## config.mk

```make
export PLATFORM = sky130hd
export DESIGN_NAME = burst_square_wave_generator_unit_flat
export DESIGN_NICKNAME = d
export VERILOG_FILES = /design/src/sv/bswg_pkg.sv /design/src/sv/bswg_if.sv /design/src/sv/burst_square_wave_generator_unit.sv /design/src/sv/bswg_ctrl.sv /design/src/sv/bswg_dp.sv /design/src/flat_wrapper.sv
export SDC_FILE = /design/constraint.sdc
export NUM_CORES = 1
export LEC_CHECK = 0
export BUFFER_PORTS_ARGS = -buffer_cell sky130_fd_sc_hd__clkbuf_2
export CAP_MARGIN = 10
export CORE_UTILIZATION = 50
export DETAILED_ROUTE_END_ITERATION = 12
export HOLD_SLACK_MARGIN = 0.02
export PLACE_DENSITY = 0.77
export RECOVER_POWER = 100
export SLEW_MARGIN = 20
export SYNTH_ARGS = -nofsm -noshare
export SYNTH_HDL_FRONTEND = slang
export SYNTH_HIERARCHICAL = 1
export SYNTH_SLANG_ARGS = --single-unit
```

## constraint.sdc

```tcl
create_clock -name clk -period 7.93 [get_ports clk]
set_input_delay 0 -clock clk [delete_from_list [all_inputs] [get_ports clk]]
set_output_delay 0 -clock clk [all_outputs]
set_load 0.1 [all_outputs]
```

## src/sv/bswg_pkg.sv

```systemverilog
// ----------------------------------------------------------------------------
// bswg_pkg - shared types and constants for the burst square wave generator
// Field widths, command codes, prescaler tables and the controller/datapath
// command and status bundles.
// ----------------------------------------------------------------------------
`default_nettype none

package bswg_pkg;

  localparam int unsigned DEF_INPUT_CLOCK_HZ   = 16000000;
  localparam int unsigned DEF_MATCH_COUNT_BITS = 16;

  localparam int unsigned KIND_W  = 3;
  localparam int unsigned FREQ_W  = 23;
  localparam int unsigned PULSE_W = 15;
  localparam int unsigned TOP_W   = 8;
  localparam int unsigned SEL_W   = 3;
  localparam int unsigned PSC_W   = 10;
  localparam int unsigned SHIFT_W = 4;

  localparam logic [KIND_W-1:0] KIND_TICK   = 3'd0;
  localparam logic [KIND_W-1:0] KIND_SET    = 3'd1;
  localparam logic [KIND_W-1:0] KIND_BURST  = 3'd2;
  localparam logic [KIND_W-1:0] KIND_STOP   = 3'd3;
  localparam logic [KIND_W-1:0] KIND_RESUME = 3'd4;

  localparam logic [SEL_W-1:0] SEL_OFF     = 3'd0;
  localparam logic [SEL_W-1:0] SEL_DIV1    = 3'd1;
  localparam logic [SEL_W-1:0] SEL_DIV8    = 3'd2;
  localparam logic [SEL_W-1:0] SEL_DIV32   = 3'd3;
  localparam logic [SEL_W-1:0] SEL_DIV64   = 3'd4;
  localparam logic [SEL_W-1:0] SEL_DIV128  = 3'd5;
  localparam logic [SEL_W-1:0] SEL_DIV256  = 3'd6;
  localparam logic [SEL_W-1:0] SEL_DIV1024 = 3'd7;

  localparam logic [FREQ_W-1:0] FREQ_CLAMP = 23'd8000000;
  localparam logic [FREQ_W-1:0] THR_DIV1   = 23'd31373;
  localparam logic [FREQ_W-1:0] THR_DIV8   = 23'd3921;
  localparam logic [FREQ_W-1:0] THR_DIV32  = 23'd980;
  localparam logic [FREQ_W-1:0] THR_DIV64  = 23'd490;
  localparam logic [FREQ_W-1:0] THR_DIV128 = 23'd245;
  localparam logic [FREQ_W-1:0] THR_DIV256 = 23'd122;

  localparam logic [TOP_W-1:0] TOP_MAX = 8'd255;

  typedef enum logic {
    ST_IDLE,
    ST_DIV
  } bswg_state_t;

  // controller -> datapath
  typedef struct packed {
    logic exec;       // one-beat command (tick, stop, resume, ignored)
    logic div_start;  // latch frequency command, load divider
    logic div_step;   // one quotient bit
    logic finish;     // last divider step, commit frequency/burst
  } bswg_cmd_t;

  // datapath -> controller
  typedef struct packed {
    logic slow_cmd;   // incoming beat needs the divider
    logic div_last;   // divider on its final step
  } bswg_sts_t;

  typedef struct packed {
    logic              wave_level;
    logic              clock_running;
    logic              burst_armed;
    logic              compare_match;
    logic              burst_done;
    logic [TOP_W-1:0]  half_period_top;
    logic [SEL_W-1:0]  clock_select;
  } bswg_res_t;

  // log2 of the prescaler division for each select code
  function automatic logic [SHIFT_W-1:0] div_shift(input logic [SEL_W-1:0] sel);
    logic [SHIFT_W-1:0] sh;
    unique case (sel)
      SEL_OFF:     sh = 4'd0;
      SEL_DIV1:    sh = 4'd0;
      SEL_DIV8:    sh = 4'd3;
      SEL_DIV32:   sh = 4'd5;
      SEL_DIV64:   sh = 4'd6;
      SEL_DIV128:  sh = 4'd7;
      SEL_DIV256:  sh = 4'd8;
      SEL_DIV1024: sh = 4'd10;
      default:     sh = 4'd0;
    endcase
    return sh;
  endfunction

  // smallest prescaler that keeps top within 8 bits
  function automatic logic [SEL_W-1:0] pick_select(input logic [FREQ_W-1:0] f);
    logic [SEL_W-1:0] sel;
    priority if (f >= THR_DIV1)   sel = SEL_DIV1;
    else if (f >= THR_DIV8)       sel = SEL_DIV8;
    else if (f >= THR_DIV32)      sel = SEL_DIV32;
    else if (f >= THR_DIV64)      sel = SEL_DIV64;
    else if (f >= THR_DIV128)     sel = SEL_DIV128;
    else if (f >= THR_DIV256)     sel = SEL_DIV256;
    else                          sel = SEL_DIV1024;
    return sel;
  endfunction

endpackage

`default_nettype wire

```

## src/sv/bswg_if.sv

```systemverilog
// ----------------------------------------------------------------------------
// bswg_if - command and result channels
// Valid/ready channels; a beat moves on a clock edge with valid and ready high.
// ----------------------------------------------------------------------------
`default_nettype none

interface bswg_in_if;
  logic                           valid;
  logic                           ready;
  logic [bswg_pkg::KIND_W-1:0]    kind;
  logic [bswg_pkg::FREQ_W-1:0]    frequency_hz;
  logic [bswg_pkg::PULSE_W-1:0]   pulse_count;

  modport source (output valid, kind, frequency_hz, pulse_count, input ready);
  modport sink   (input valid, kind, frequency_hz, pulse_count, output ready);
endinterface

interface bswg_out_if;
  logic                           valid;
  logic                           ready;
  logic                           wave_level;
  logic                           clock_running;
  logic                           burst_armed;
  logic                           compare_match;
  logic                           burst_done;
  logic [bswg_pkg::TOP_W-1:0]     half_period_top;
  logic [bswg_pkg::SEL_W-1:0]     clock_select;

  modport source (output valid, wave_level, clock_running, burst_armed, compare_match,
                  burst_done, half_period_top, clock_select, input ready);
  modport sink   (input valid, wave_level, clock_running, burst_armed, compare_match,
                  burst_done, half_period_top, clock_select, output ready);
endinterface

`default_nettype wire

```

## src/sv/burst_square_wave_generator_unit.sv

```systemverilog
// ----------------------------------------------------------------------------
// burst_square_wave_generator_unit - timer-driven square wave / pulse bursts
//
//   channel  dir  per beat
//   in_ch    in   kind, frequency_hz, pulse_count
//   out_ch   out  wave_level, clock_running, burst_armed, compare_match,
//                 burst_done, half_period_top, clock_select
//
// Tick, stop, resume and ignored commands are handled without the divider, so ticks
// stream one per clock while out_ch keeps up.
// Set frequency and burst run the restoring divider for the top value, which
// retires one bit per cycle; no new command beat is taken while it runs.
// Exactly one result beat per command beat; the result register holds while
// out_ch stalls and in_ch is taken again in the same cycle it drains.
// Synchronous active-low reset clears all timer state; no warm-up is needed.
// ----------------------------------------------------------------------------
`default_nettype none

module burst_square_wave_generator_unit #(
  parameter int unsigned INPUT_CLOCK_HZ   = bswg_pkg::DEF_INPUT_CLOCK_HZ,
  parameter int unsigned MATCH_COUNT_BITS = bswg_pkg::DEF_MATCH_COUNT_BITS
) (
  input  logic       clk,
  input  logic       rst_n,
  bswg_in_if.sink    in_ch,
  bswg_out_if.source out_ch
);
  import bswg_pkg::*;

  bswg_cmd_t cmd;
  bswg_sts_t sts;
  bswg_res_t res;

  bswg_ctrl u_ctrl (
    .clk       (clk),
    .rst_n     (rst_n),
    .in_valid  (in_ch.valid),
    .in_ready  (in_ch.ready),
    .out_valid (out_ch.valid),
    .out_ready (out_ch.ready),
    .sts       (sts),
    .cmd       (cmd)
  );

  bswg_dp #(
    .INPUT_CLOCK_HZ   (INPUT_CLOCK_HZ),
    .MATCH_COUNT_BITS (MATCH_COUNT_BITS)
  ) u_dp (
    .clk          (clk),
    .rst_n        (rst_n),
    .cmd          (cmd),
    .kind         (in_ch.kind),
    .frequency_hz (in_ch.frequency_hz),
    .pulse_count  (in_ch.pulse_count),
    .sts          (sts),
    .res          (res)
  );

  assign out_ch.wave_level      = res.wave_level;
  assign out_ch.clock_running   = res.clock_running;
  assign out_ch.burst_armed     = res.burst_armed;
  assign out_ch.compare_match   = res.compare_match;
  assign out_ch.burst_done      = res.burst_done;
  assign out_ch.half_period_top = res.half_period_top;
  assign out_ch.clock_select    = res.clock_select;

  // burst completion only comes from a compare match
  a_done_needs_match: assert property (@(posedge clk) disable iff (!rst_n)
    out_ch.valid && out_ch.burst_done |-> out_ch.compare_match)
    else $error("burst_done without compare_match");

  // a finished burst leaves the clock stopped and counting disarmed
  a_done_stops: assert property (@(posedge clk) disable iff (!rst_n)
    out_ch.valid && out_ch.burst_done |-> !out_ch.clock_running && !out_ch.burst_armed)
    else $error("burst_done with clock still running or armed");

  // no new beat is taken while the divider is busy
  a_div_blocks_input: assert property (@(posedge clk) disable iff (!rst_n)
    cmd.div_start |=> !in_ch.ready)
    else $error("input accepted during divide");

  // a frequency command ends with a running clock
  a_finish_runs: assert property (@(posedge clk) disable iff (!rst_n)
    cmd.finish |=> out_ch.valid && out_ch.clock_running && !out_ch.compare_match)
    else $error("frequency command did not start the clock");

endmodule

`default_nettype wire

```

## src/sv/bswg_ctrl.sv

```systemverilog
// ----------------------------------------------------------------------------
// bswg_ctrl - beat sequencer
// Accepts command beats, runs the divider for frequency commands and owns the
// result valid flag.
// ----------------------------------------------------------------------------
`default_nettype none

module bswg_ctrl (
  input  logic                clk,
  input  logic                rst_n,
  input  logic                in_valid,
  output logic                in_ready,
  output logic                out_valid,
  input  logic                out_ready,
  input  bswg_pkg::bswg_sts_t sts,
  output bswg_pkg::bswg_cmd_t cmd
);
  import bswg_pkg::*;

  bswg_state_t state_r, state_nxt;
  logic        out_valid_r, out_valid_nxt;
  logic        out_load;

  always_ff @(posedge clk) begin
    if (!rst_n) begin
      state_r     <= ST_IDLE;
      out_valid_r <= 1'b0;
    end else begin
      state_r     <= state_nxt;
      out_valid_r <= out_valid_nxt;
    end
  end

  always_comb begin
    state_nxt = state_r;
    cmd       = '0;
    in_ready  = 1'b0;
    out_load  = 1'b0;
    unique case (state_r)
      ST_IDLE: begin
        // result slot is free or being drained this cycle
        in_ready = !out_valid_r || out_ready;
        if (in_valid && in_ready) begin
          if (sts.slow_cmd) begin
            cmd.div_start = 1'b1;
            state_nxt     = ST_DIV;
          end else begin
            cmd.exec = 1'b1;
            out_load = 1'b1;
          end
        end
      end
      ST_DIV: begin
        cmd.div_step = 1'b1;
        if (sts.div_last) begin
          cmd.finish = 1'b1;
          out_load   = 1'b1;
          state_nxt  = ST_IDLE;
        end
      end
      default: state_nxt = ST_IDLE;
    endcase
  end

  always_comb begin
    priority if (out_load) out_valid_nxt = 1'b1;
    else if (out_ready)    out_valid_nxt = 1'b0;
    else                   out_valid_nxt = out_valid_r;
  end

  assign out_valid = out_valid_r;

endmodule

`default_nettype wire

```

## src/sv/bswg_dp.sv

```systemverilog
// ----------------------------------------------------------------------------
// bswg_dp - timer, prescaler, burst counter and top divider
// Holds all timer state; a restoring divider yields one quotient bit per step.
// ----------------------------------------------------------------------------
`default_nettype none

module bswg_dp #(
  parameter int unsigned INPUT_CLOCK_HZ   = bswg_pkg::DEF_INPUT_CLOCK_HZ,
  parameter int unsigned MATCH_COUNT_BITS = bswg_pkg::DEF_MATCH_COUNT_BITS
) (
  input  logic                          clk,
  input  logic                          rst_n,
  input  bswg_pkg::bswg_cmd_t           cmd,
  input  logic [bswg_pkg::KIND_W-1:0]   kind,
  input  logic [bswg_pkg::FREQ_W-1:0]   frequency_hz,
  input  logic [bswg_pkg::PULSE_W-1:0]  pulse_count,
  output bswg_pkg::bswg_sts_t           sts,
  output bswg_pkg::bswg_res_t           res
);
  import bswg_pkg::*;

  localparam int unsigned NW    = $clog2(INPUT_CLOCK_HZ + 1);
  localparam int unsigned CW    = $clog2(NW);
  localparam int unsigned MCB   = MATCH_COUNT_BITS;
  localparam int unsigned TGT_W = (MCB > PULSE_W + 1) ? MCB : PULSE_W + 1;
  localparam int unsigned RW    = FREQ_W + 1;
  localparam logic [NW-1:0]    CLK_N    = NW'(INPUT_CLOCK_HZ);
  localparam logic [TGT_W-1:0] MC_MAX_W = TGT_W'({MCB{1'b1}});

  // timer state
  logic [SEL_W-1:0]  saved_r, saved_nxt;
  logic [SEL_W-1:0]  active_r, active_nxt;
  logic [TOP_W-1:0]  top_r, top_nxt;
  logic [TOP_W-1:0]  timer_r, timer_nxt;
  logic [PSC_W-1:0]  psc_r, psc_nxt;
  logic              level_r, level_nxt;
  logic              armed_r, armed_nxt;
  logic [MCB-1:0]    mc_r, mc_nxt;
  logic [MCB-1:0]    target_r, target_nxt;
  logic              match_r, match_nxt;
  logic              done_r, done_nxt;

  // pending frequency command and divider
  logic [FREQ_W-1:0] f_r, f_nxt;
  logic [SEL_W-1:0]  code_r, code_nxt;
  logic              burst_r, burst_nxt;
  logic [MCB-1:0]    tgt_r, tgt_nxt;
  logic [RW-1:0]     rem_r, rem_nxt;
  logic [NW-1:0]     nq_r, nq_nxt;
  logic [CW-1:0]     cnt_r, cnt_nxt;

  logic [FREQ_W-1:0]  f_cl;
  logic [SEL_W-1:0]   code_in;
  logic [SHIFT_W-1:0] shamt;
  logic [TGT_W-1:0]   tgt_raw;
  logic [MCB-1:0]     tgt_sat;
  logic [RW-1:0]      rem_sh, rem_new;
  logic               q_bit;
  logic [NW-1:0]      nq_new;
  logic [TOP_W-1:0]   top_fin;
  logic [PSC_W-1:0]   psc_inc, psc_mask;
  logic               advance;
  logic [MCB-1:0]     mc_inc;

  // command decode
  assign f_cl    = (frequency_hz > FREQ_CLAMP) ? FREQ_CLAMP : frequency_hz;
  assign code_in = pick_select(f_cl);
  assign shamt   = div_shift(code_in) + 4'd1;
  assign tgt_raw = TGT_W'({pulse_count, 1'b0});
  assign tgt_sat = (tgt_raw > MC_MAX_W) ? MC_MAX_W[MCB-1:0] : tgt_raw[MCB-1:0];

  assign sts.slow_cmd = ((kind == KIND_SET) && (frequency_hz != '0)) ||
                        ((kind == KIND_BURST) && (frequency_hz != '0) &&
                         (pulse_count != '0));
  assign sts.div_last = (cnt_r == CW'(NW - 1));

  // restoring divide step: floor(clk / (2*div*f)) = floor((clk >> (log2 div + 1)) / f)
  assign rem_sh  = {rem_r[RW-2:0], nq_r[NW-1]};
  assign q_bit   = (rem_sh >= {1'b0, f_r});
  assign rem_new = q_bit ? (rem_sh - {1'b0, f_r}) : rem_sh;
  assign nq_new  = {nq_r[NW-2:0], q_bit};

  always_comb begin
    priority if (nq_new == '0)          top_fin = '0;
    else if (nq_new > NW'(TOP_MAX) + 1) top_fin = TOP_MAX;
    else                                top_fin = TOP_W'(nq_new - NW'(1));
  end

  // prescaler and timer
  assign psc_inc  = psc_r + PSC_W'(1);
  assign psc_mask = PSC_W'((11'd1 << div_shift(active_r)) - 11'd1);
  assign advance  = (active_r != SEL_OFF) && ((psc_inc & psc_mask) == '0);
  assign mc_inc   = mc_r + MCB'(1);

  always_comb begin
    saved_nxt  = saved_r;
    active_nxt = active_r;
    top_nxt    = top_r;
    timer_nxt  = timer_r;
    psc_nxt    = psc_r;
    level_nxt  = level_r;
    armed_nxt  = armed_r;
    mc_nxt     = mc_r;
    target_nxt = target_r;
    match_nxt  = match_r;
    done_nxt   = done_r;
    f_nxt      = f_r;
    code_nxt   = code_r;
    burst_nxt  = burst_r;
    tgt_nxt    = tgt_r;
    rem_nxt    = rem_r;
    nq_nxt     = nq_r;
    cnt_nxt    = cnt_r;

    if (cmd.exec) begin
      match_nxt = 1'b0;
      done_nxt  = 1'b0;
      unique case (kind)
        KIND_TICK: begin
          psc_nxt = psc_inc;
          if (advance) begin
            if (timer_r == top_r) begin
              timer_nxt = '0;
              level_nxt = ~level_r;
              match_nxt = 1'b1;
              if (armed_r) begin
                mc_nxt = mc_inc;
                if (mc_inc >= target_r) begin
                  armed_nxt  = 1'b0;
                  active_nxt = SEL_OFF;
                  mc_nxt     = '0;
                  done_nxt   = 1'b1;
                end
              end
            end else begin
              timer_nxt = timer_r + TOP_W'(1);
            end
          end
        end
        KIND_STOP:   active_nxt = SEL_OFF;
        KIND_RESUME: active_nxt = saved_r;
        default: ;  // zero-operand commands and unused kinds
      endcase
    end

    if (cmd.div_start) begin
      f_nxt     = f_cl;
      code_nxt  = code_in;
      burst_nxt = (kind == KIND_BURST);
      tgt_nxt   = tgt_sat;
      rem_nxt   = '0;
      nq_nxt    = CLK_N >> shamt;
      cnt_nxt   = '0;
    end

    if (cmd.div_step) begin
      rem_nxt = rem_new;
      nq_nxt  = nq_new;
      cnt_nxt = cnt_r + CW'(1);
    end

    if (cmd.finish) begin
      saved_nxt  = code_r;
      active_nxt = code_r;
      top_nxt    = top_fin;
      match_nxt  = 1'b0;
      done_nxt   = 1'b0;
      if (burst_r) begin
        mc_nxt     = '0;
        target_nxt = tgt_r;
        armed_nxt  = 1'b1;
      end
    end
  end

  always_ff @(posedge clk) begin
    if (!rst_n) begin
      saved_r  <= SEL_OFF;
      active_r <= SEL_OFF;
      top_r    <= '0;
      timer_r  <= '0;
      psc_r    <= '0;
      level_r  <= 1'b0;
      armed_r  <= 1'b0;
      mc_r     <= '0;
      target_r <= '0;
      match_r  <= 1'b0;
      done_r   <= 1'b0;
    end else begin
      saved_r  <= saved_nxt;
      active_r <= active_nxt;
      top_r    <= top_nxt;
      timer_r  <= timer_nxt;
      psc_r    <= psc_nxt;
      level_r  <= level_nxt;
      armed_r  <= armed_nxt;
      mc_r     <= mc_nxt;
      target_r <= target_nxt;
      match_r  <= match_nxt;
      done_r   <= done_nxt;
    end
  end

  always_ff @(posedge clk) begin
    f_r     <= f_nxt;
    code_r  <= code_nxt;
    burst_r <= burst_nxt;
    tgt_r   <= tgt_nxt;
    rem_r   <= rem_nxt;
    nq_r    <= nq_nxt;
    cnt_r   <= cnt_nxt;
  end

  // state only changes when a result is loaded, so it doubles as the payload
  assign res.wave_level      = level_r;
  assign res.clock_running   = (active_r != SEL_OFF);
  assign res.burst_armed     = armed_r;
  assign res.compare_match   = match_r;
  assign res.burst_done      = done_r;
  assign res.half_period_top = top_r;
  assign res.clock_select    = active_r;

endmodule

`default_nettype wire
```

## src/flat_wrapper.sv

```systemverilog
// flat-port wrapper written by rule: the top's interface ports become plain ports
module burst_square_wave_generator_unit_flat import bswg_pkg::*;
#(
  parameter int unsigned INPUT_CLOCK_HZ   = bswg_pkg::DEF_INPUT_CLOCK_HZ,
  parameter int unsigned MATCH_COUNT_BITS = bswg_pkg::DEF_MATCH_COUNT_BITS
)
  (clk, rst_n, in_ch_valid, in_ch_kind, in_ch_frequency_hz, in_ch_pulse_count, in_ch_ready, out_ch_valid, out_ch_wave_level, out_ch_clock_running, out_ch_burst_armed, out_ch_compare_match, out_ch_burst_done, out_ch_half_period_top, out_ch_clock_select, out_ch_ready);
  bswg_in_if in_ch_i ();
  bswg_out_if out_ch_i ();
  input  logic clk;
  input  logic rst_n;
  input wire logic [$bits(in_ch_i.valid)-1:0] in_ch_valid;
  input wire logic [$bits(in_ch_i.kind)-1:0] in_ch_kind;
  input wire logic [$bits(in_ch_i.frequency_hz)-1:0] in_ch_frequency_hz;
  input wire logic [$bits(in_ch_i.pulse_count)-1:0] in_ch_pulse_count;
  output wire logic [$bits(in_ch_i.ready)-1:0] in_ch_ready;
  output wire logic [$bits(out_ch_i.valid)-1:0] out_ch_valid;
  output wire logic [$bits(out_ch_i.wave_level)-1:0] out_ch_wave_level;
  output wire logic [$bits(out_ch_i.clock_running)-1:0] out_ch_clock_running;
  output wire logic [$bits(out_ch_i.burst_armed)-1:0] out_ch_burst_armed;
  output wire logic [$bits(out_ch_i.compare_match)-1:0] out_ch_compare_match;
  output wire logic [$bits(out_ch_i.burst_done)-1:0] out_ch_burst_done;
  output wire logic [$bits(out_ch_i.half_period_top)-1:0] out_ch_half_period_top;
  output wire logic [$bits(out_ch_i.clock_select)-1:0] out_ch_clock_select;
  input wire logic [$bits(out_ch_i.ready)-1:0] out_ch_ready;
  assign in_ch_i.valid = in_ch_valid;
  assign in_ch_i.kind = in_ch_kind;
  assign in_ch_i.frequency_hz = in_ch_frequency_hz;
  assign in_ch_i.pulse_count = in_ch_pulse_count;
  assign in_ch_ready = in_ch_i.ready;
  assign out_ch_valid = out_ch_i.valid;
  assign out_ch_wave_level = out_ch_i.wave_level;
  assign out_ch_clock_running = out_ch_i.clock_running;
  assign out_ch_burst_armed = out_ch_i.burst_armed;
  assign out_ch_compare_match = out_ch_i.compare_match;
  assign out_ch_burst_done = out_ch_i.burst_done;
  assign out_ch_half_period_top = out_ch_i.half_period_top;
  assign out_ch_clock_select = out_ch_i.clock_select;
  assign out_ch_i.ready = out_ch_ready;
  burst_square_wave_generator_unit #(.INPUT_CLOCK_HZ(INPUT_CLOCK_HZ), .MATCH_COUNT_BITS(MATCH_COUNT_BITS)) u_core (.clk(clk), .rst_n(rst_n), .in_ch(in_ch_i), .out_ch(out_ch_i));
endmodule
```

==> metrics, run 1 <==
status finished with violations; failing checks max-capacitance violations, max-slew violations; DR pass1 iterations 5; worst skew pair latency 0.44 ns; CP required 8.23 ns; Worst Slack Setup Final 2.35 ns; Synth Warn # 6; Least-Margin Pin Slew 3.14 ns; MaxCap Viol Count 4; clock tree buffer depth 2; fin area 11400 µm²; switching share of total power 26.5%; CTS tree built; worst vdd ir 0.000140 V; RePlAce Congestion 0.890; CTS Root Cell clkbuf_16; flops & latches, synth 167; combinational power share 12.7%; cell taking the most area after synthesis edfxtp_1; ys flop type edfxtp_1; TritonCTS Buffers 17; ys async rst share 0%; syn_nets 1149; Post-Route Skew 0.0133 ns; count leader, synth nand2_1; initial antenna violation count 0; unrepaired setup endpoints after global routing false; Crit. End Element flip-flop; clk slew on worst S/H paths 0.07 ns; Top delay family on crit path simple AND/OR/NAND/NOR gates; Tot GR Track Use 23.4%; post-route ant nets 0; Hold Startpoint out_ch_ready; CP arrival 5.87 ns; sequential power share 47.8%; average instance area after synthesis 9.53 µm²; via count 8036; routed wire length 22.7 mm; # resized after CTS 0; XOR/XNOR Fraction of Synth Area 6.45%; Int Pwr 1.49 mW; crit-path cells dlygate4sd3_1 -> clkbuf_1 -> or4_1 -> nor4_1 -> nor2b_1 -> a2111oi_0 -> nor4b_1 -> nand2_1 -> or2_0 -> nor4_1 -> nand2_1 -> nand3_1 -> nor2_1; Tcrit/Tclk final 70.3%; fin nets 1230; multiplexer share of the synthesized area 2.63%; pre-CTS WS 3.85 ns; R2R setup slack 2.78 ns; Clock power frac 39.4%; Post-synth top cells nand2_1, edfxtp_1, dfxtp_1; CTS sink count 167; RR Endpoint u_core/u_dp/nq_r[23]; FF-to-FF path depth 5; global-route wire length before repair 37.8 mm; FMAX 0.179 GHz; Max FO, Critical Path 15; number of DRC markers in iteration 0 528; Compound-Gate Fraction of Synth Area 15.4%; crit path time final 5.58 ns; final core occ 58.0%; Core Area 19600 µm²; CP bufs+invs 2; setup TNS 0 ns; Mapped Cells 1055; Routed WL per cell 16.1 µm; Setup Crit Path Kind input port to flip-flop; HP Class input port to flip-flop; largest cells by area after synthesis edfxtp_1, dfxtp_1, ha_1; port bufs 62; Power Dens Cells 178 nW/µm²; hold path depth 3; starting density of the core 51.3%; post-synthesis sequential area ratio 42.6%; RR Startpoint u_core/u_ctrl/state_r; Lkg Pwr 4.32 nW; Post-Synth Adder-Cell Area 6.18%; crit-path max cell delay 1.64 ns; DRC 0; Final Hold Vio Count 0; post-synth top area share 28.1%; Slew Limit Fails 173; Ports 63; combinational family with the most area after synthesis simple AND/OR/NAND/NOR gates; Placed Area 10500 µm²; Setup-failing EPs final 0; H-tree Lvls 4; DP HPWL 15.3 mm; vias in the first global route 7808; Simple-Gate Fraction of Synth Area 22.3%; Hold EP u_core/u_ctrl/out_valid; synth-to-layout area growth 13.1%; chip height 144 µm; Crit-path slowest cell nor4_1; Die ar. 20700 µm²; post-CTS setup buffer count 0; largest net degree at the start of global routing 82; gr ovfl total 0; EDFF count, synth 94; type of origin of the critical path input port; Site Rows 51; Max-slew headroom -109%; Antenna Cells 0; Die X 144 µm; fraction of layout cells with a size suffix above 1 6.27%; Avg Vias per Cell 5.68; Mapped Area 10000 µm²; P_sw 0.537 mW; Yosys cell types 91
-- cell usage in the layout, fill, tap and decap left out, types with 6 or more instances in the layout --
cell type / instances
o211ai_1: 6
nand4_1: 22
dfxtp_1: 73
edfxtp_1: 94
o2111ai_1: 6
a22o_1: 10
clkbuf_16: 18
o21a_1: 10
nand3b_1: 6
nor2_1: 64
clkbuf_2: 22
and2_1: 18
nor2b_1: 31
xnor2_1: 38
ha_1: 48
xor2_1: 36
a21o_1: 15
o31ai_1: 8
nor4_1: 12
or3_1: 13
mux2i_1: 23
and3_1: 12
clkbuf_1: 46
o21ai_0: 36
a21oi_1: 34
a31oi_1: 9
a21boi_0: 22
nand3_1: 30
dlygate4sd3_1: 42
nor3_1: 24
nand2_1: 120
inv_1: 58
nand2b_1: 15
and2_0: 20
-- flip-flops by register name (all words and copies together), names as in the netlist, named ones only --
signal,count
u_core/u_dp/nq_r,24
u_core/u_dp/f_r,23
u_core/u_dp/rem_r,23
u_core/u_dp/mc_r,16
u_core/u_dp/target_r,15
u_core/u_dp/tgt_r,15
u_core/u_dp/psc_r,10
u_core/u_dp/timer_r,8
u_core/u_dp/top_r,8
u_core/u_dp/cnt_r,5
u_core/u_dp/active_r,3
u_core/u_dp/code_r,3
u_core/u_dp/saved_r,3
u_core/u_ctrl/out_valid,1
u_core/u_ctrl/state_r,1
u_core/u_dp/armed_r,1
u_core/u_dp/burst_r,1
u_core/u_dp/done_r,1
u_core/u_dp/level_r,1
u_core/u_dp/match_r,1
-- through the flow --
stage	hold WS, ns	cells	power [mW]
2_1_floorplan	0.0989	1055	1.16
5_1_grt	0.0975	1414	2.11
3_5_place_dp	0.198	1340	1.23
3_3_place_gp	0.196	1340	1.22
6_report	0.0932	1414	2.03
4_1_cts	0.0773	1414	2.04
-- worst reg2reg max path: stages, from the launching register on --
cell and delay (ns):
dfxtp_1 0.33, clkbuf_1 2.21, nor3_1 0.20, clkbuf_1 1.03
or2_2 0.68, buf_4 0.36
-- worst max-delay path by stage --
| stage | cells past startpoint | endpoint | slack (ns) | start |
|---|---|---|---|---|
| CTS | 15 | flip-flop | 3.82 | u_core/u_dp/mc_r[0] |
| global placement | 15 | flip-flop | 3.98 | u_core/u_dp/mc_r[0] |
| floorplan | 8 | u_core/u_dp/cnt_r[0] | 2.36 | in_ch_frequency_hz[5] |
| finish | 13 | u_core/u_dp/mc_r[10] | 2.35 | in_ch_frequency_hz[9] |
| detailed placement | 15 | flip-flop | 3.85 | u_core/u_dp/mc_r[0] |
| global route | 13 | u_core/u_dp/mc_r[6] | 1.81 | in_ch_frequency_hz[9] |
-- area by class of cell --
class | count | area, µm²
clock buffers | 21 | 472
clock inverters | 11 | 88.8
fillers | 1737 | 8230
inverters | 59 | 221
multi-input cells | 782 | 5260
flip-flops and latches | 167 | 4280
well taps | 265 | 332
repair buffers | 109 | 703
-- routing by layer --
layer / vias to the layer above / GRT usage, % / routed length (µm)
li1: 3981 / - / -
met1: 3788 / 29.3 / 10200
met2: 235 / 40.1 / 11000
met3: 32 / 4.33 / 1120
met4: 0 / 8.51 / 425
met5: - / 0 / 0
-- what timing repair did --
item                       4_1_cts  5_1_grt
hold buffers                    42        0
hold endpoints to repair        40        0
setup endpoints to repair        0        0
-- power by group through the flow --
stage | Combinational [mW] | Clock [mW] | Sequential, mW
after global placement | 0.234 | 0 | 0.987
final | 0.258 | 0.800 | 0.970
after detailed placement | 0.240 | 0 | 0.988
after floorplan | 0.174 | 0 | 0.989
after global routing | 0.284 | 0.852 | 0.974
after CTS | 0.258 | 0.815 | 0.969
-- logic make-up after synthesis --
| family | after synthesis |
|---|---|
| simple gates | 419 |
| compound gates | 215 |
| flops | 167 |
| buf+inv | 106 |
| xor+xnor | 74 |
| fa+ha+maj | 49 |
| mux | 25 |
Power figures use the tool's default switching activity.
==> run 2, diff against run 1 <==
Settings changed: ABC_AREA set to 1.
Clock period 7.93 ns to 5.53 ns, I/O delays scaled along.
==> run 2 against run 1 <==
  * Via count is 6.8% higher
  * Cell count is 14% higher
  * Synthesized cell count is 19% higher
  * Register-to-register slack worse by 1.6 ns
  * The flow still finishes with violations (max-capacitance violations, max-slew violations)
  * Largest power group unchanged
==> metrics, run 2 <==
largest cells by area after synthesis edfxtp_1, dfxtp_1, nand2_1 (was edfxtp_1, dfxtp_1, ha_1); RR Endpoint u_core/u_dp/rem_r[19] (was u_core/u_dp/nq_r[23]); via count 8584 (was 8036); port bufs 62 (unchanged); Setup-failing EPs final 0 (unchanged); FMAX 0.222 GHz; most frequent cells in the layout nand2_1, inv_1, nor2_1, edfxtp_1, o21ai_0 (was nand2_1, edfxtp_1, dfxtp_1, nor2_1, inv_1); gr ovfl total 0 (unchanged); area taken by multi-input logic gates 4680 µm² (was 5260 µm²); Ports 63 (unchanged); Max-slew headroom -44.0% (was -109%); clk slew on worst S/H paths 0.07 ns (about the same); ys async rst share 0% (unchanged); cell taking the most area after synthesis edfxtp_1 (unchanged); Crit-path slowest cell nand2_1 (was nor4_1); CP most frequent cell nand2_1; combinational power share 12.4% (was 12.7%); fraction of layout cells with a size suffix above 1 7.69% (was 6.27%); ys flop type edfxtp_1 (unchanged); Mapped Cells 1252 (was 1055); MaxCap Viol Count 2 (was 4); Clock power frac 41.0% (was 39.4%); count leader, synth nand2_1 (unchanged); H-tree Lvls 4 (unchanged); HP Class input port to flip-flop (unchanged); switching share of total power 26.3% (was 26.5%); post-CTS setup buffer count 0 (unchanged); Lkg Pwr 4.92 nW (was 4.32 nW); failing checks max-capacitance violations, max-slew violations (unchanged); Int Pwr 2.19 mW (was 1.49 mW); crit path time final 4.51 ns; vias in the first global route 8281 (was 7808); syn_nets 1346 (was 1149); Post-synth top cells nand2_1, inv_1, nor2_1 (was nand2_1, edfxtp_1, dfxtp_1); setup TNS 0 ns (unchanged); synth-to-layout area growth 13.2% (was 13.1%); largest net degree at the start of global routing 53 (was 82); Tcrit/Tclk final 81.6%; DRC 0 (unchanged); fin nets 1434 (was 1230); Power Dens Cells 261 nW/µm² (was 178 nW/µm²); RePlAce Congestion 0.892 (was 0.890); status finished with violations (unchanged); post-synthesis sequential area ratio 42.6% (unchanged); type of origin of the critical path input port (unchanged); Post-CTS Hold Buffers 39 (was 42); Setup crit end u_core/u_dp/nq_r[13] (was u_core/u_dp/mc_r[10]); Yosys cell types 68 (was 91); Top Registers u_core/u_dp/nq_r x24, u_core/u_dp/f_r x23, u_core/u_dp/rem_r x23 (unchanged); Synth Warn # 6 (unchanged); Antenna Cells 0 (unchanged); number of DRC markers in iteration 0 666 (was 528); Tot GR Track Use 23.5% (was 23.4%); TritonCTS Buffers 17 (unchanged); RR Startpoint u_core/u_dp/nq_r[23] (was u_core/u_ctrl/state_r); starting density of the core 51.3% (unchanged); global-route wire length before repair 37.8 mm (about the same); EDFF count, synth 94 (unchanged); post-synth top area share 28.1% (unchanged); Core Area 19600 µm² (unchanged); Seq. cell area 4280 µm² (unchanged); CP required 5.71 ns (was 8.23 ns); DR pass1 iterations 5 (unchanged); Die X 144 µm (unchanged); clock tree buffer depth 2 (unchanged); Slew Limit Fails 99 (was 173); Routed WL per cell 14.5 µm (was 16.1 µm); flops & latches, synth 167 (unchanged); Avg Vias per Cell 5.31 (was 5.68); chip height 144 µm (unchanged); CTS Root Cell clkbuf_16 (unchanged); routed wire length 23.4 mm (was 22.7 mm); CP arrival 4.69 ns (was 5.87 ns); unrepaired setup endpoints after global routing false (unchanged); FF-to-FF path depth 13 (was 5); most common cell after layout, fill and taps aside nand2_1 (unchanged); worst skew pair latency 0.44 ns (about the same); # resized after CTS 0 (unchanged); Mapped Area 10000 µm² (unchanged); R2R setup slack 1.17 ns (was 2.78 ns); worst vdd ir 0.000195 V (was 0.000140 V); DP HPWL 16.6 mm (was 15.3 mm); sequential power share 46.7% (was 47.8%); crit path from in_ch_frequency_hz[6] (was in_ch_frequency_hz[9]); P_sw 0.780 mW (was 0.537 mW); CTS sink count 167 (unchanged); Post-Route Skew 0.0124 ns (was 0.0133 ns); fillers 1771 (was 1737); Site Rows 51 (unchanged); Crit. End Element flip-flop (unchanged); post-route ant nets 0 (unchanged); Setup Crit Path Kind input port to flip-flop (unchanged); Least-Margin Pin Slew 2.16 ns (was 3.14 ns); Top reg by flops u_core/u_dp/nq_r (unchanged); Die ar. 20700 µm² (unchanged); crit-path max cell delay 0.67 ns (was 1.64 ns); Final Hold Vio Count 0 (unchanged); average instance area after synthesis 8.03 µm² (was 9.53 µm²); max reg flops 24 (unchanged); final core occ 58.1% (was 58.0%); Max FO, Critical Path 29 (was 15); initial antenna violation count 0 (unchanged); CTS tree built (unchanged)
-- run 2: worst min-delay path by stage --
stage                                     start                     to  slack (ns)  depth (start not counted)
after floorplan            in_ch_pulse_count[9]  u_core/u_dp/tgt_r[10]         0.1                          0
after global placement     in_ch_pulse_count[1]   u_core/u_dp/tgt_r[2]        0.20                          1
after detailed placement   in_ch_pulse_count[1]   u_core/u_dp/tgt_r[2]        0.20                          1
after CTS                 in_ch_frequency_hz[5]     u_core/u_dp/f_r[5]        0.03                          3
after global routing      in_ch_frequency_hz[8]     u_core/u_dp/f_r[8]        0.08                          3
final                     in_ch_frequency_hz[5]     u_core/u_dp/f_r[5]        0.07                          3
-- run 2: cells by family (layout without fill, tap and decap cells) --
family / Yosys count / count (layout) / synth area share [%]
simple gates: 493 / 493 / 22.8
buf+inv: 253 / 354 / 10.1
compound gates: 246 / 246 / 14.5
flops: 167 / 167 / 42.6
fa+ha+maj: 49 / 49 / 6.18
xor+xnor: 44 / 44 / 3.83
-- run 2: final cells by class --
type / instances / share of cell area, %
clock buffer: 21 / 4.06
clock inverter: 11 / 1.18
tap: 265 / 2.91
sequential: 167 / 37.7
multi-input combinational: 832 / 41.1
inverter: 217 / 7.18
timing repair buffer: 105 / 5.93
-- run 2: through the flow --
step	cell area, µm²	instances	power (mW)	setup WS, ns	hold slack [ns]
after CTS	11500	1618	2.99	1.62	0.0259
after detailed placement	10500	1547	1.76	1.71	0.199
final	11400	1618	2.97	1.02	0.0679
after global routing	11400	1618	3.08	0.536	0.0809
after floorplan	10000	1252	1.66	2.11	0.0989
after global placement	10500	1547	1.75	1.77	0.196
-- run 2: layer usage --
layer / GRT usage [%] / vias to the layer above / share of wire [%]
li1: - / 4337 / -
met1: 29.0 / 3984 / 45
met2: 40.1 / 215 / 48
met3: 4.20 / 48 / 4.4
met4: 10.1 / 0 / 2.6
met5: 0 / - / 0
-- run 2: power by group through the flow --
stage | Sequential, mW | Combinational (mW) | Clock, mW
global route | 1.39 | 0.408 | 1.29
detailed placement | 1.41 | 0.345 | 0
finish | 1.38 | 0.368 | 1.22
CTS | 1.38 | 0.370 | 1.23
global placement | 1.41 | 0.338 | 0
floorplan | 1.42 | 0.244 | 0
-- run 2: critical path: cells and delay by family --
kind                     cells  cell delay, ns
AO/OA/AOI/OAI                1            0.14
adder cells (fa/ha/maj)      1            0.23
buffers and inverters        7            1.32
AND/OR/NAND/NOR             20            3.01
==> run 3, diff against run 2 <==
Settings changed: ABC_AREA 1 to 0, PLACE_DENSITY 0.77 to 0.79.
Clock period 5.53 ns to 3.75 ns, I/O delays scaled along.
==> run 3 against run 2 <==
  * The run now ends clean
  * Utilization grew 1.5 points
  * Total power increased by 42%
  * Clock skew fell by 0.00088 ns
  * Largest power group unchanged
  * Highest routed layer unchanged
==> metrics, run 3 (synthesis results as in run 1) <==
Tot GR Track Use 22.9% (was 23.5%); global-route wire length before repair 37.5 mm (was 37.8 mm); Top reg by flops u_core/u_dp/nq_r (unchanged); Placed Area 10600 µm² (was 10500 µm²); TritonCTS Buffers 17 (unchanged); Crit. End Element flip-flop (unchanged); CP bufs+invs 3 (was 7); CP arrival 3.99 ns (was 4.69 ns); clk slew on worst S/H paths 0.06 ns (was 0.07 ns); crit-path cells dlygate4sd3_1 -> clkbuf_2 -> or4_4 -> nor4_4 -> nor2b_4 -> a2111oi_1 -> nor4b_1 -> nand2_1 -> or2_2 -> nor4_4 -> buf_4 -> or3b_1 -> a21oi_1; largest net degree at the start of global routing 77 (was 53); chip height 144 µm (unchanged); MaxCap Viol Count 0 (was 2); Final Hold Vio Count 0 (unchanged); number of DRC markers in iteration 0 509 (was 666); Setup Crit Path Kind input port to flip-flop (unchanged); starting density of the core 51.3% (unchanged); Lkg Pwr 4.45 nW (was 4.92 nW); fin nets 1251 (was 1434); Antenna Cells 0 (unchanged); post-route ant nets 0 (unchanged); synth-to-layout area growth 16.1% (was 13.2%); Least-Margin Pin Slew 1.18 ns (was 2.16 ns); dpl cells 1355 (was 1547); Avg Vias per Cell 5.71 (was 5.31); Top delay family on crit path simple AND/OR/NAND/NOR gates (unchanged); H-tree Lvls 4 (unchanged); crit-path max cell delay 0.59 ns (was 0.67 ns); Post-Route Skew 0.0115 ns (was 0.0124 ns); worst vdd ir 0.000324 V (was 0.000195 V); Tcrit/Tclk final 97.1%; CTS sink count 167 (unchanged); fraction of layout cells with a size suffix above 1 10.6% (was 7.69%); initial antenna violation count 0 (unchanged); max reg flops 24 (unchanged); FMAX 0.275 GHz; Routed WL per cell 16.1 µm (was 14.5 µm); DP HPWL 15.4 mm (was 16.6 mm); fin area 11700 µm² (was 11400 µm²); gr ovfl total 0 (unchanged); most frequent cells in the layout nand2_1, edfxtp_1, dfxtp_1, nor2_1, inv_1 (was nand2_1, inv_1, nor2_1, edfxtp_1, o21ai_0); Core Area 19600 µm² (unchanged); Power Dens Cells 362 nW/µm² (was 261 nW/µm²); fillers 1676 (was 1771); DRC 0 (unchanged); status finished, final reports clean (was finished with violations); Die ar. 20700 µm² (unchanged); vias in the first global route 7811 (was 8281); post-route insts no fill 1435 (was 1618); CP required 4.10 ns (was 5.71 ns); Max FO, Critical Path 7 (was 29); Ports 63 (unchanged); Site Rows 51 (unchanged); Slew Limit Fails 0 (was 99); CP most frequent cell nor4_4 (was nand2_1); via count 8190 (was 8584); worst skew pair latency 0.43 ns (was 0.44 ns); Max-slew headroom 21.6% (was -44.0%); CTS Root Cell clkbuf_16 (unchanged); DR pass1 iterations 5 (unchanged); Die X 144 µm (unchanged); routed wire length 23.1 mm (was 23.4 mm); Setup-failing EPs final 0 (unchanged); most common cell after layout, fill and taps aside nand2_1 (unchanged); type of origin of the critical path input port (unchanged); port bufs 62 (unchanged); crit path time final 3.64 ns; RePlAce Congestion 0.911 (was 0.892); Crit-path slowest cell or4_4 (was nand2_1); clock tree buffer depth 2 (unchanged); HP Class input port to flip-flop (unchanged); Top Registers u_core/u_dp/nq_r x24, u_core/u_dp/f_r x23, u_core/u_dp/rem_r x23 (unchanged); CTS tree built (unchanged)
-- run 3: what timing repair did --
action | CTS | global route
pin swaps | 0 | 6
endpoints found under the setup margin | 11 | 35
endpoints found under the hold margin | 40 | 0
hold buffers | 41 | 0
gates resized for setup | 1 | 29
setup buffers | 0 | 5
gates cloned | 0 | 2
-- run 3: layout make-up --
cell class | count | area (µm²) | share of cell area (%)
flip-flops and latches | 167 | 4290 | 36.7
well taps | 265 | 332 | 2.84
repair buffers | 128 | 850 | 7.28
clock inverters | 10 | 70.1 | 0.600
inverters | 59 | 221 | 1.90
multi-input cells | 784 | 5450 | 46.7
clock buffers | 22 | 464 | 3.98
-- run 3: where the power goes --
group / internal, mW / switching [mW]
Combinational: 0.222 / 0.334
Clock: 0.887 / 0.728
Sequential: 2.01 / 0.0386
Total: 3.12 / 1.10
-- run 3: tightest hold or removal path: cells and delay by family --
kind,cells,cell delay [ns]
compound gates,1,0.23
buf+inv,1,0.08
simple gates,1,0.10
-- run 3: path summary, 6_finish.rpt --
path | slack [ns] | cells past startpoint | to | from
worst max-delay path | 0.11 | 13 | u_core/u_dp/mc_r[4] | in_ch_frequency_hz[17]
worst min-delay path | 0.02 | 3 | u_core/u_ctrl/state_r | out_ch_ready
worst max register to register | 0.18 | 13 | u_core/u_dp/top_r[7] | u_core/u_dp/rem_r[1]
worst min register to register | 0.47 | 2 | u_core/u_dp/target_r[12] | u_core/u_dp/target_r[12]
-- run 3: layer usage --
| metal | routed length [µm] | global-route usage (%) |
|---|---|---|
| met4 | 416 | 6.77 |
| met5 | 0 | 0 |
| met2 | 11200 | 38.9 |
| met3 | 1180 | 4.47 |
| met1 | 10300 | 29.4 |
-- run 3: per-stage QoR --
stage               setup WS, ns  hold WS (ns)  TNS [ns]  util, %  total power, mW
floorplan                 0.0124        0.0989         0        -             2.46
global placement          0.0963         0.196         0     54.3             2.59
detailed placement       -0.0195         0.198   -0.0310     54.3             2.60
CTS                       0.0526        0.0348         0     59.1             4.24
global route             -0.0245        0.0530   -0.0728     59.6             4.39
finish                     0.108        0.0185         0     59.6             4.22
